File: config.mk
export PLATFORM = sky130hd
export DESIGN_NAME = move_arrival_stall_monitor_core
export DESIGN_NICKNAME = d
export VERILOG_FILES = /design/src/rtl/core/msm_pkg.sv /design/src/rtl/core/msm_update.sv /design/src/rtl/core/move_arrival_stall_monitor_core.sv
export SDC_FILE = /design/constraint.sdc
export NUM_CORES = 1
export LEC_CHECK = 0
export ABC_AREA = 1
export BUFFER_PORTS_ARGS = -buffer_cell sky130_fd_sc_hd__buf_2
export CORE_MARGIN = 5
export CORE_UTILIZATION = 51
export CTS_CLUSTER_DIAMETER = 120
export DETAILED_ROUTE_END_ITERATION = 8
export HOLD_SLACK_MARGIN = 0.1
export PLACE_DENSITY = 0.78
export SETUP_SLACK_MARGIN = 0.5
export SYNTH_ARGS = -nofsm -noshare
export SYNTH_HDL_FRONTEND = slang
export SYNTH_SLANG_ARGS = --single-unit
File: constraint.sdc
create_clock -name aclk -period 3.95 [get_ports aclk]
set_input_delay 0.395 -clock aclk [delete_from_list [all_inputs] [get_ports aclk]]
set_output_delay 0.395 -clock aclk [all_outputs]
set_load 0.05 [all_outputs]
File: src/rtl/core/msm_pkg.sv
// Shared types and constants for the move arrival and stall monitor.
package msm_pkg;

    // Field widths
    localparam int POS_W   = 32;
    localparam int TICK_W  = 32;
    localparam int CNT_W   = 32;
    localparam int TOL_W   = 16;
    localparam int RUN_W   = 8;
    localparam int CFG_W   = 16;
    localparam int S_DATA_W = 104;
    localparam int M_DATA_W = 72;

    // Item kinds carried on s_tuser
    localparam logic OP_START  = 1'b0;
    localparam logic OP_SAMPLE = 1'b1;

    // Result status codes
    typedef enum logic [2:0] {
        ST_MOVING  = 3'd0,
        ST_ARRIVED = 3'd1,
        ST_STALLED = 3'd2,
        ST_ESTOP   = 3'd3,
        ST_STOPPED = 3'd4,
        ST_IDLE    = 3'd5
    } status_t;

    // Configuration register indexes
    typedef enum logic [1:0] {
        CFG_ARRIVE_TOL    = 2'd0,
        CFG_STILL_TOL     = 2'd1,
        CFG_STILL_SAMPLES = 2'd2,
        CFG_GRACE_MS      = 2'd3
    } cfg_index_t;

    typedef struct packed {
        logic [TOL_W-1:0] arrive_tolerance;
        logic [TOL_W-1:0] still_tolerance;
        logic [RUN_W-1:0] still_samples;
        logic [TOL_W-1:0] grace_ms;
    } cfg_t;

    typedef struct packed {
        logic              operation;
        logic [POS_W-1:0]  target;
        logic [POS_W-1:0]  position;
        logic              read_ok;
        logic [TICK_W-1:0] tick_ms;
        logic              estop;
        logic              stop_request;
    } item_t;

    typedef struct packed {
        logic [POS_W-1:0]  move_target;
        logic [POS_W-1:0]  last_position;
        logic              have_last;
        logic [RUN_W-1:0]  still_run;
        logic [TICK_W-1:0] start_time;
        logic              move_active;
        logic              hold_flag;
        logic [POS_W-1:0]  hold_origin;
        logic [CNT_W-1:0]  move_count;
    } mon_state_t;

    typedef struct packed {
        status_t           status;
        logic              stop_drive;
        logic              hold_active;
        logic [POS_W-1:0]  hold_position;
        logic              moving;
        logic [CNT_W-1:0]  finished_moves;
    } result_t;

endpackage

File: src/rtl/core/msm_update.sv
// Single-pass next-state and result logic for one monitor beat.
module msm_update (
    input  msm_pkg::item_t     item,
    input  msm_pkg::mon_state_t st,
    input  msm_pkg::cfg_t      cfg,
    output msm_pkg::mon_state_t st_next,
    output msm_pkg::result_t   res
);
    import msm_pkg::*;

    logic signed [POS_W:0]  d_arrive;
    logic signed [POS_W:0]  d_still;
    logic signed [POS_W:0]  arrive_lim;
    logic signed [POS_W:0]  still_lim;
    logic                   arrive_hit;
    logic                   still_hit;
    logic [TICK_W-1:0]      elapsed;
    logic                   grace_done;
    logic [RUN_W-1:0]       run_inc;
    logic                   stalled;
    status_t                status;
    logic                   stop_drive;

    // Exact signed distances, checked as a window around zero
    assign d_arrive   = $signed({item.position[POS_W-1], item.position})
                      - $signed({st.move_target[POS_W-1], st.move_target});
    assign d_still    = $signed({item.position[POS_W-1], item.position})
                      - $signed({st.last_position[POS_W-1], st.last_position});
    assign arrive_lim = $signed({{(POS_W+1-TOL_W){1'b0}}, cfg.arrive_tolerance});
    assign still_lim  = $signed({{(POS_W+1-TOL_W){1'b0}}, cfg.still_tolerance});
    assign arrive_hit = (d_arrive <= arrive_lim) && (d_arrive >= -arrive_lim);
    assign still_hit  = (d_still <= still_lim) && (d_still >= -still_lim);

    // Elapsed time wraps with the free running tick
    assign elapsed    = item.tick_ms - st.start_time;
    assign grace_done = elapsed > {{(TICK_W-TOL_W){1'b0}}, cfg.grace_ms};
    assign run_inc    = (st.still_run == {RUN_W{1'b1}}) ? st.still_run
                                                        : st.still_run + 1'b1;

    // Decide the outcome in priority order
    always_comb begin
        st_next    = st;
        status     = ST_MOVING;
        stop_drive = 1'b0;
        stalled    = 1'b0;
        if (item.operation == OP_START) begin
            if (item.estop) begin
                st_next.move_active = 1'b0;
                status              = ST_ESTOP;
            end else begin
                st_next.move_target = item.target;
                st_next.start_time  = item.tick_ms;
                st_next.have_last   = 1'b0;
                st_next.still_run   = '0;
                st_next.move_active = 1'b1;
            end
        end else if (!st.move_active) begin
            status = ST_IDLE;
        end else if (item.estop) begin
            st_next.move_active = 1'b0;
            status              = ST_ESTOP;
        end else if (item.stop_request) begin
            st_next.hold_flag   = 1'b0;
            st_next.move_active = 1'b0;
            stop_drive          = 1'b1;
            status              = ST_STOPPED;
        end else if (item.read_ok) begin
            if (arrive_hit) begin
                st_next.hold_flag   = 1'b0;
                st_next.move_active = 1'b0;
                st_next.move_count  = st.move_count + 1'b1;
                status              = ST_ARRIVED;
            end else begin
                if (st.have_last) begin
                    if (still_hit) begin
                        if (grace_done) begin
                            st_next.still_run = run_inc;
                            stalled           = (run_inc >= cfg.still_samples);
                        end
                    end else begin
                        st_next.still_run = '0;
                    end
                end
                if (stalled) begin
                    stop_drive          = 1'b1;
                    st_next.hold_flag   = 1'b1;
                    st_next.hold_origin = item.position;
                    st_next.move_active = 1'b0;
                    st_next.move_count  = st.move_count + 1'b1;
                    status              = ST_STALLED;
                end else begin
                    st_next.last_position = item.position;
                    st_next.have_last     = 1'b1;
                end
            end
        end
    end

    // Result reflects the state after this beat
    always_comb begin
        res.status         = status;
        res.stop_drive     = stop_drive;
        res.hold_active    = st_next.hold_flag;
        res.hold_position  = st_next.hold_origin;
        res.moving         = st_next.move_active;
        res.finished_moves = st_next.move_count;
    end

endmodule

File: src/rtl/core/move_arrival_stall_monitor_core.sv
// Top level of the move arrival and stall monitor.
//
// Usage: each slave beat is either a move start (s_tuser = 0) carrying the
// target and time stamp, or a position sample (s_tuser = 1). Every beat
// gives exactly one master beat with the status, stop request, hold origin,
// move flag and the count of finished moves, in input order.
// Path: a beat is captured in an input register and the state update runs
// in one pass into the result register. Throughput is one beat per cycle
// while the receiver does not stall; the only loop is the state update
// from the input register.
// When the receiver stalls, the result register holds and the input
// register takes one more beat; s_tready then drops until m_tready returns.
// Reset (aresetn low, synchronous) clears the monitor state and the move
// count and loads the tolerance, still count and grace time defaults.
// Configuration writes (cfg_we, cfg_addr, cfg_wdata) take effect at the
// next edge and are meant for when no beat is in flight.
module move_arrival_stall_monitor_core (
    input  logic                            aclk,
    input  logic                            aresetn,
    // Configuration write port
    input  logic                            cfg_we,
    input  logic [1:0]                      cfg_addr,
    input  logic [msm_pkg::CFG_W-1:0]       cfg_wdata,
    // Input channel
    input  logic                            s_tvalid,
    output logic                            s_tready,
    // tdata: target[31:0], position[63:32], read_ok[64], tick_ms[96:65],
    //        estop[97], stop_request[98], zero pad[103:99]
    input  logic [msm_pkg::S_DATA_W-1:0]    s_tdata,
    // tuser: operation[0]
    input  logic                            s_tuser,
    // Result channel
    output logic                            m_tvalid,
    input  logic                            m_tready,
    // tdata: status[2:0], stop_drive[3], hold_active[4], hold_position[36:5],
    //        moving[37], finished_moves[69:38], zero pad[71:70]
    output logic [msm_pkg::M_DATA_W-1:0]    m_tdata
);
    import msm_pkg::*;

    logic       in_valid_reg;
    item_t      in_item_reg;
    logic       m_valid_reg;
    result_t    res_reg;
    mon_state_t state_reg;
    mon_state_t state_next;
    result_t    res_next;
    cfg_t       cfg_reg;
    item_t      s_item;
    logic       advance;

    // Unpack the slave beat
    always_comb begin
        s_item.operation    = s_tuser;
        s_item.target       = s_tdata[31:0];
        s_item.position     = s_tdata[63:32];
        s_item.read_ok      = s_tdata[64];
        s_item.tick_ms      = s_tdata[96:65];
        s_item.estop        = s_tdata[97];
        s_item.stop_request = s_tdata[98];
    end

    assign advance  = in_valid_reg && (!m_valid_reg || m_tready);
    assign s_tready = !in_valid_reg || advance;

    // Hold configuration registers
    always_ff @(posedge aclk) begin
        if (!aresetn) begin
            cfg_reg.arrive_tolerance <= TOL_W'(5);
            cfg_reg.still_tolerance  <= TOL_W'(1);
            cfg_reg.still_samples    <= RUN_W'(10);
            cfg_reg.grace_ms         <= TOL_W'(1500);
        end else if (cfg_we) begin
            case (cfg_index_t'(cfg_addr))
                CFG_ARRIVE_TOL:    cfg_reg.arrive_tolerance <= cfg_wdata;
                CFG_STILL_TOL:     cfg_reg.still_tolerance  <= cfg_wdata;
                CFG_STILL_SAMPLES: cfg_reg.still_samples    <= cfg_wdata[RUN_W-1:0];
                CFG_GRACE_MS:      cfg_reg.grace_ms         <= cfg_wdata;
                default: ;
            endcase
        end
    end

    // Capture the slave beat
    always_ff @(posedge aclk) begin
        if (!aresetn) begin
            in_valid_reg <= 1'b0;
        end else if (s_tvalid && s_tready) begin
            in_valid_reg <= 1'b1;
        end else if (advance) begin
            in_valid_reg <= 1'b0;
        end
    end

    always_ff @(posedge aclk) begin
        if (s_tvalid && s_tready) begin
            in_item_reg <= s_item;
        end
    end

    msm_update u_update (
        .item    (in_item_reg),
        .st      (state_reg),
        .cfg     (cfg_reg),
        .st_next (state_next),
        .res     (res_next)
    );

    // Advance the monitor state with each beat that moves to the result stage
    always_ff @(posedge aclk) begin
        if (!aresetn) begin
            state_reg <= '0;
        end else if (advance) begin
            state_reg <= state_next;
        end
    end

    // Drive the result register
    always_ff @(posedge aclk) begin
        if (!aresetn) begin
            m_valid_reg <= 1'b0;
        end else if (advance) begin
            m_valid_reg <= 1'b1;
        end else if (m_tready) begin
            m_valid_reg <= 1'b0;
        end
    end

    always_ff @(posedge aclk) begin
        if (advance) begin
            res_reg <= res_next;
        end
    end

    assign m_tvalid = m_valid_reg;
    assign m_tdata  = {2'b00, res_reg.finished_moves, res_reg.moving,
                       res_reg.hold_position, res_reg.hold_active,
                       res_reg.stop_drive, res_reg.status};

    // Count a finished move exactly on arrival or stall
    a_count_step: assert property (@(posedge aclk) disable iff (!aresetn)
        advance && (res_next.status == ST_ARRIVED || res_next.status == ST_STALLED)
        |=> state_reg.move_count == $past(state_reg.move_count) + 1'b1)
        else $error("move count did not step on a finished move");

    // A stall result always stops the drive and holds
    a_stall_hold: assert property (@(posedge aclk) disable iff (!aresetn)
        m_valid_reg && res_reg.status == ST_STALLED
        |-> res_reg.stop_drive && res_reg.hold_active && !res_reg.moving)
        else $error("stall result without stop and hold");

    // Moving status agrees with the move flag
    a_moving_flag: assert property (@(posedge aclk) disable iff (!aresetn)
        m_valid_reg |-> ((res_reg.status == ST_MOVING) == res_reg.moving))
        else $error("moving status and move flag disagree");

    // Input side is never blocked while the result stage is empty
    a_ready_free: assert property (@(posedge aclk) disable iff (!aresetn)
        !m_valid_reg |-> s_tready)
        else $error("input stalled with an empty result stage");

endmodule
Yosys cells after proc, flatten, opt, wreduce, memory -nomap -nowiden
Cells that the tools add are included.

$add $sub $neg: 7. $lt $le $gt $ge: 6. Eq/ne operators: 13. Multiplexer cells: 56. Bitwise gates (word level): 6. Reductions and logical operators: 20.

Operators by type and width (number): two-way mux 66 bit (9); two-way mux 65 bit (2); greater-or-equal comparator 33 bit (2); <= comparator 33 x 17 -> 1 bit (2); negation 16 -> 33 bit (2); subtractor 32 x 32 -> 33 bit (2); two-way mux 32 bit (2); two-way mux 64 bit (1); two-way mux 9 bit (6); two-way mux 41 bit (1); adder 32 x 1 -> 32 bit (second input constant) (1); > comparator 32 x 16 -> 1 bit (1); two-way mux 8 bit (4); subtractor 32 bit (1); two-way mux 1 bit (21); two-way mux 3 bit (6); AND reduction 8 bit (2); inequality test 2 bit (second input constant) (5); AND reduction 9 bit (1); adder 8 x 1 -> 8 bit (second input constant) (1); equality test 8 bit (second input constant) (1); greater-or-equal comparator 8 bit (1); two-way mux 2 bit (4); AND reduction 2 bit (4); 12 further kinds (26).

Register bits: 399. Input port bits: 128. Output and inout bits: 74. Logic and storage cells: 136.

Depth between registers and ports, before layout
Depth in word-level cells: 25. Gate-level depth with buffers: 40. Mapped depth without buffers: 39.

Modules after synthesis
A second synthesis with hierarchy kept.

Cell total of the unflattened synthesis: 4317. Area total of the unflattened synthesis: 29234.3 um^2.

By module, submodules not included: move_arrival_stall_monitor_core (instances 1, cells each 1647, area an instance 15065.7 um^2); msm_update (instances 1, cells each 2670, area an instance 14168.6 um^2).

Worst setup path after synthesis
Ideal clock, no wire load.

Kind: reg-to-reg. From: reg cfg_reg[24] (netlist name). To: reg res_reg, in the netlist m_tdata[13] (data pin). Arrival time: 3.892 ns. Required time: 3.696 ns. Slack: -0.196 ns. Stages on the path, launching flop included: 37. Period minus slack after synthesis: 4.146 ns. Cells stage by stage: dfxtp_1 > nor3_1 > nand3_1 > nor2_1 > nand2_1 > nor3_1 > inv_1 > nor3_1 > nand2_1 > nor2_1 > nand2_1 > nor2_1 > ha_1 > inv_1 > ha_1 > nand2_1 > nor2_1 > and2_1 > nand2_1 > nand3_1 > nand2_1 > nand2_1 > nand2_1 > nand3_1 > nand2_1 > nand2_1 > nand2_1 > nand2_1 > nand2_1 > nand2_1 > inv_2 > nand3_4 > nor2_4 > nand2_4 > buf_6 > nand2_1 > nand2_1.

RTL lines: from (decl) (RTL line move_arrival_stall_monitor_core.sv:48) `cfg_t cfg_reg;`; to (signal assigned) (RTL line move_arrival_stall_monitor_core.sv:131) `res_reg <= res_next;`; to (decl) (RTL line move_arrival_stall_monitor_core.sv:44) `result_t res_reg;`.

==> metrics.yaml <==
timing:
  min_period_over_period: 1.16
  slew_violations: 0
  maxSlewHeadroom: 0.220
  period_needed_ps: 4570
  rsz0062_at_grt: "true"
  hold_violations: 0
  fmax_mhz: 219
  worstMarginPinSlew_ps: 1170
  hold_slack_ps: 136
  final-setup-viol-count: 175
  skew_ps: 16.9
  timing.final.ws_setup_ps: -620
placed_design:
  gp_congestion: 0.969
  dp_cells: 4669
  portBuffers: 194
  dp_hpwl_um: 56700
logic_synthesis:
  postSynthCellCount: 3494
  synth-xor-area-share: 0.0272
  synth_area_leaders: "edfxtp_1, dfxtp_1, nand2_1, ha_1, inv_1"
  synth_compound_area_frac: 0.125
  ys_async_sr_fraction: 0
  synth_top_family_by_area: "simple AND/OR/NAND/NOR gates"
  ys_top_cells_by_count: "nand2_1, inv_1, nor2_1, a21oi_1, nand3_1"
  synth_warnings: 0
  synth-adder-area-share: 0.111
  yosysMostFrequentCell: "nand2_1"
  synth.ff_latch_count: 399
  synth-simple-area-share: 0.260
  synth-edff-count: 170
  avgSynthCellArea_um2: 7.28
  yosys_most_used_dff: "dfxtp_1"
  synth_area_leader_cell: "edfxtp_1"
  synth_area_um2: 25400
  synthDistinctLibCells: 57
  synth-seq-area-share: 0.381
  synthMuxAreaShare: 0.000443
  yosysTopAreaCellShare: 0.201
clock_network:
  cts_buffers: 44
  clockBufferDepth: 3
  clk_pin_slew_worst_paths_ps: 60
  htreeDepth: 2
  clock-sinks: 399
  cts_tree: "done"
  cts_root_buf: "clkbuf_16"
  worstSkewPairLatency_ps: 580
critical_path:
  cp.required_ps: 4280
  cp_max_fo: 6
  worstSetupPathType: "reg2reg"
  worst_r2r_endpoint: "m_tdata[25]"
  end_kind: "register"
  slowest_delay_ps: 410
  regToRegSetupSlack_ps: -620
  timing.critical_path.mode_cell: "nand2_1"
  arrival_ps: 4900
  crit_buf_inv: 7
  r2r_start: "in_item_reg[43]"
  rr_worst_depth: 31
  critPathSlowestCell: "edfxtp_1"
  critPathTopFamily: "simple AND/OR/NAND/NOR gates"
  startpoint_type: "register"
job:
  drv_cap: 0
power:
  p_int_mw: 8.20
  fin_total_pwr_mw: 11.9
  p_comb_frac: 0.268
  p_sw_mw: 3.69
  power_frac_seq: 0.392
  clkPwrFrac: 0.340
  max-vdd-ir-drop_mv: 0.369
  power-per-cell-area_nw_per_um2: 342
  p_sw_frac: 0.311
  p_leak_nw: 16.3
detailed_routing:
  dr.pass1.iters: 7
  vias_per_cell: 5.34
  drt_iter0_drc: 2314
  postRouteAntennaNets: 0
  routed_wl_um: 82300
  vias: 26300
  wl_per_cell_um: 16.7
  drc: 0
outcome:
  violations: "setup timing"
  status: "finished, violations left"
final_layout:
  area_growth_pct: 36.9
  drive_gt1_frac: 0.250
  fillCellCount: 3643
  fin_cells: 4932
  fin_util: 0.708
  nNetsFinal: 4579
  largest_register_ffs: 171
floorplanning:
  core_um2: 49200
  dieArea_um2: 54400
  rows: 81
  dieHeight_um: 233
  start_util: 0.517
  ios: 202
  fp.dieW_um: 233
global_route:
  antenna_found_initial: 4
  met1_usage: 0.336
  grt_busiest_layer: "met2"
  grt_pass1_vias: 25300
  grt_first_pass_wirelength_um: 126000
  grt_remaining_overflow: 0
  grtUsageMet2: 0.497
  grt_use_total: 0.284
  grt_max_degree: 118
  globalRouteMet3Util: 0.0338
worst_hold_path:
  hp-start: "cfg_wdata[2]"
  min_path_type: "in2reg"
  worstHoldPathCells: 3
  min_to: "cfg_reg[42]"
timing repair:
action	CTS	global route
cloned	1	1
gates resized for setup	228	165
hold buffers	103	0
buffers inserted	54	18
pin swaps	40	48
setup endpoints to repair	176	176
hold endpoints to repair	106	0
routing by layer:
| layer | part of all wire | vias to the layer above |
|---|---|---|
| li1 | - | 13000 |
| met1 | 0.39 | 12100 |
| met2 | 0.49 | 936 |
| met3 | 0.052 | 277 |
| met4 | 0.068 | 2 |
| met5 | 0.00016 | - |
power groups by stage:
stage	combinational (mW)	sequential, mW	clock, mW
after floorplan	1.51	4.84	0
after global placement	2.59	4.74	0
after detailed placement	2.64	4.74	0
after CTS	2.95	4.65	4.08
after global routing	3.50	4.68	4.28
final	3.19	4.66	4.04
final cells by class:
class	instances	area (um2)	area share
clock buffers	60	1190	0.0342
well taps	664	831	0.0239
inverters	536	2020	0.0580
diodes	5	12.5	0.000359
repair buffers	782	5830	0.167
flip-flops and latches	399	9690	0.278
clock inverters	21	204	0.00586
multi-input cells	2465	15000	0.432
worst reg2reg max path, delay by kind of cell, from the launching register on:
kind                       cells  cell delay (ps)
DFF                            1              410
AOI/OAI and AO/OA              3              420
adders and majority gates      2              550
and+or+nand+nor               19             2110
buffers and inverters          7              830
layout by cell type, fill, tap and decap left out, types with 13 or more instances in the layout:
master,instances
a21oi_1,279
a21oi_2,34
buf_2,193
buf_4,462
buf_6,13
clkbuf_1,13
clkbuf_16,45
dfxtp_1,227
dlygate4sd3_1,103
edfxtp_1,170
ha_1,176
ha_4,43
inv_1,518
inv_2,15
nand2_1,725
nand2_2,62
nand2_4,31
nand3_1,241
nand3_2,16
nand4_1,67
nor2_1,286
nor2_2,39
nor3_1,27
nor4_1,13
o21ai_0,177
o21ai_1,37
o21bai_1,14
xnor2_1,13
xor2_1,56
through the flow:
stage          worst slack [ps]  cell area, um2  TNS, ps
3_5_place_dp               -770           30000  -104580
4_1_cts                    -341           33900   -46340
5_1_grt                    -855           34800  -123280
3_3_place_gp               -668           30000   -93890
2_1_floorplan              91.5           25500        0
6_report                   -620           34800   -75750
kinds of logic after synthesis:
kind of cell,count (synthesis)
simple gates,1556
buf+inv,631
compound gates,604
flops,399
fa+ha+maj,223
xor+xnor,79
other cells,1
mux,1
worst max-delay path by stage:
stage,to,start,cells past startpoint
after global placement,state_reg[51],in_item_reg[46],27
after global routing,m_tdata[25],cfg_reg[25],30
final,m_tdata[25],in_item_reg[43],31
after floorplan,m_tdata[13],cfg_reg[25],36
after detailed placement,state_reg[57],in_item_reg[46],27
after CTS,state_reg[43],cfg_reg[25],33
No activity file was read; power rests on OpenSTA's default activity.
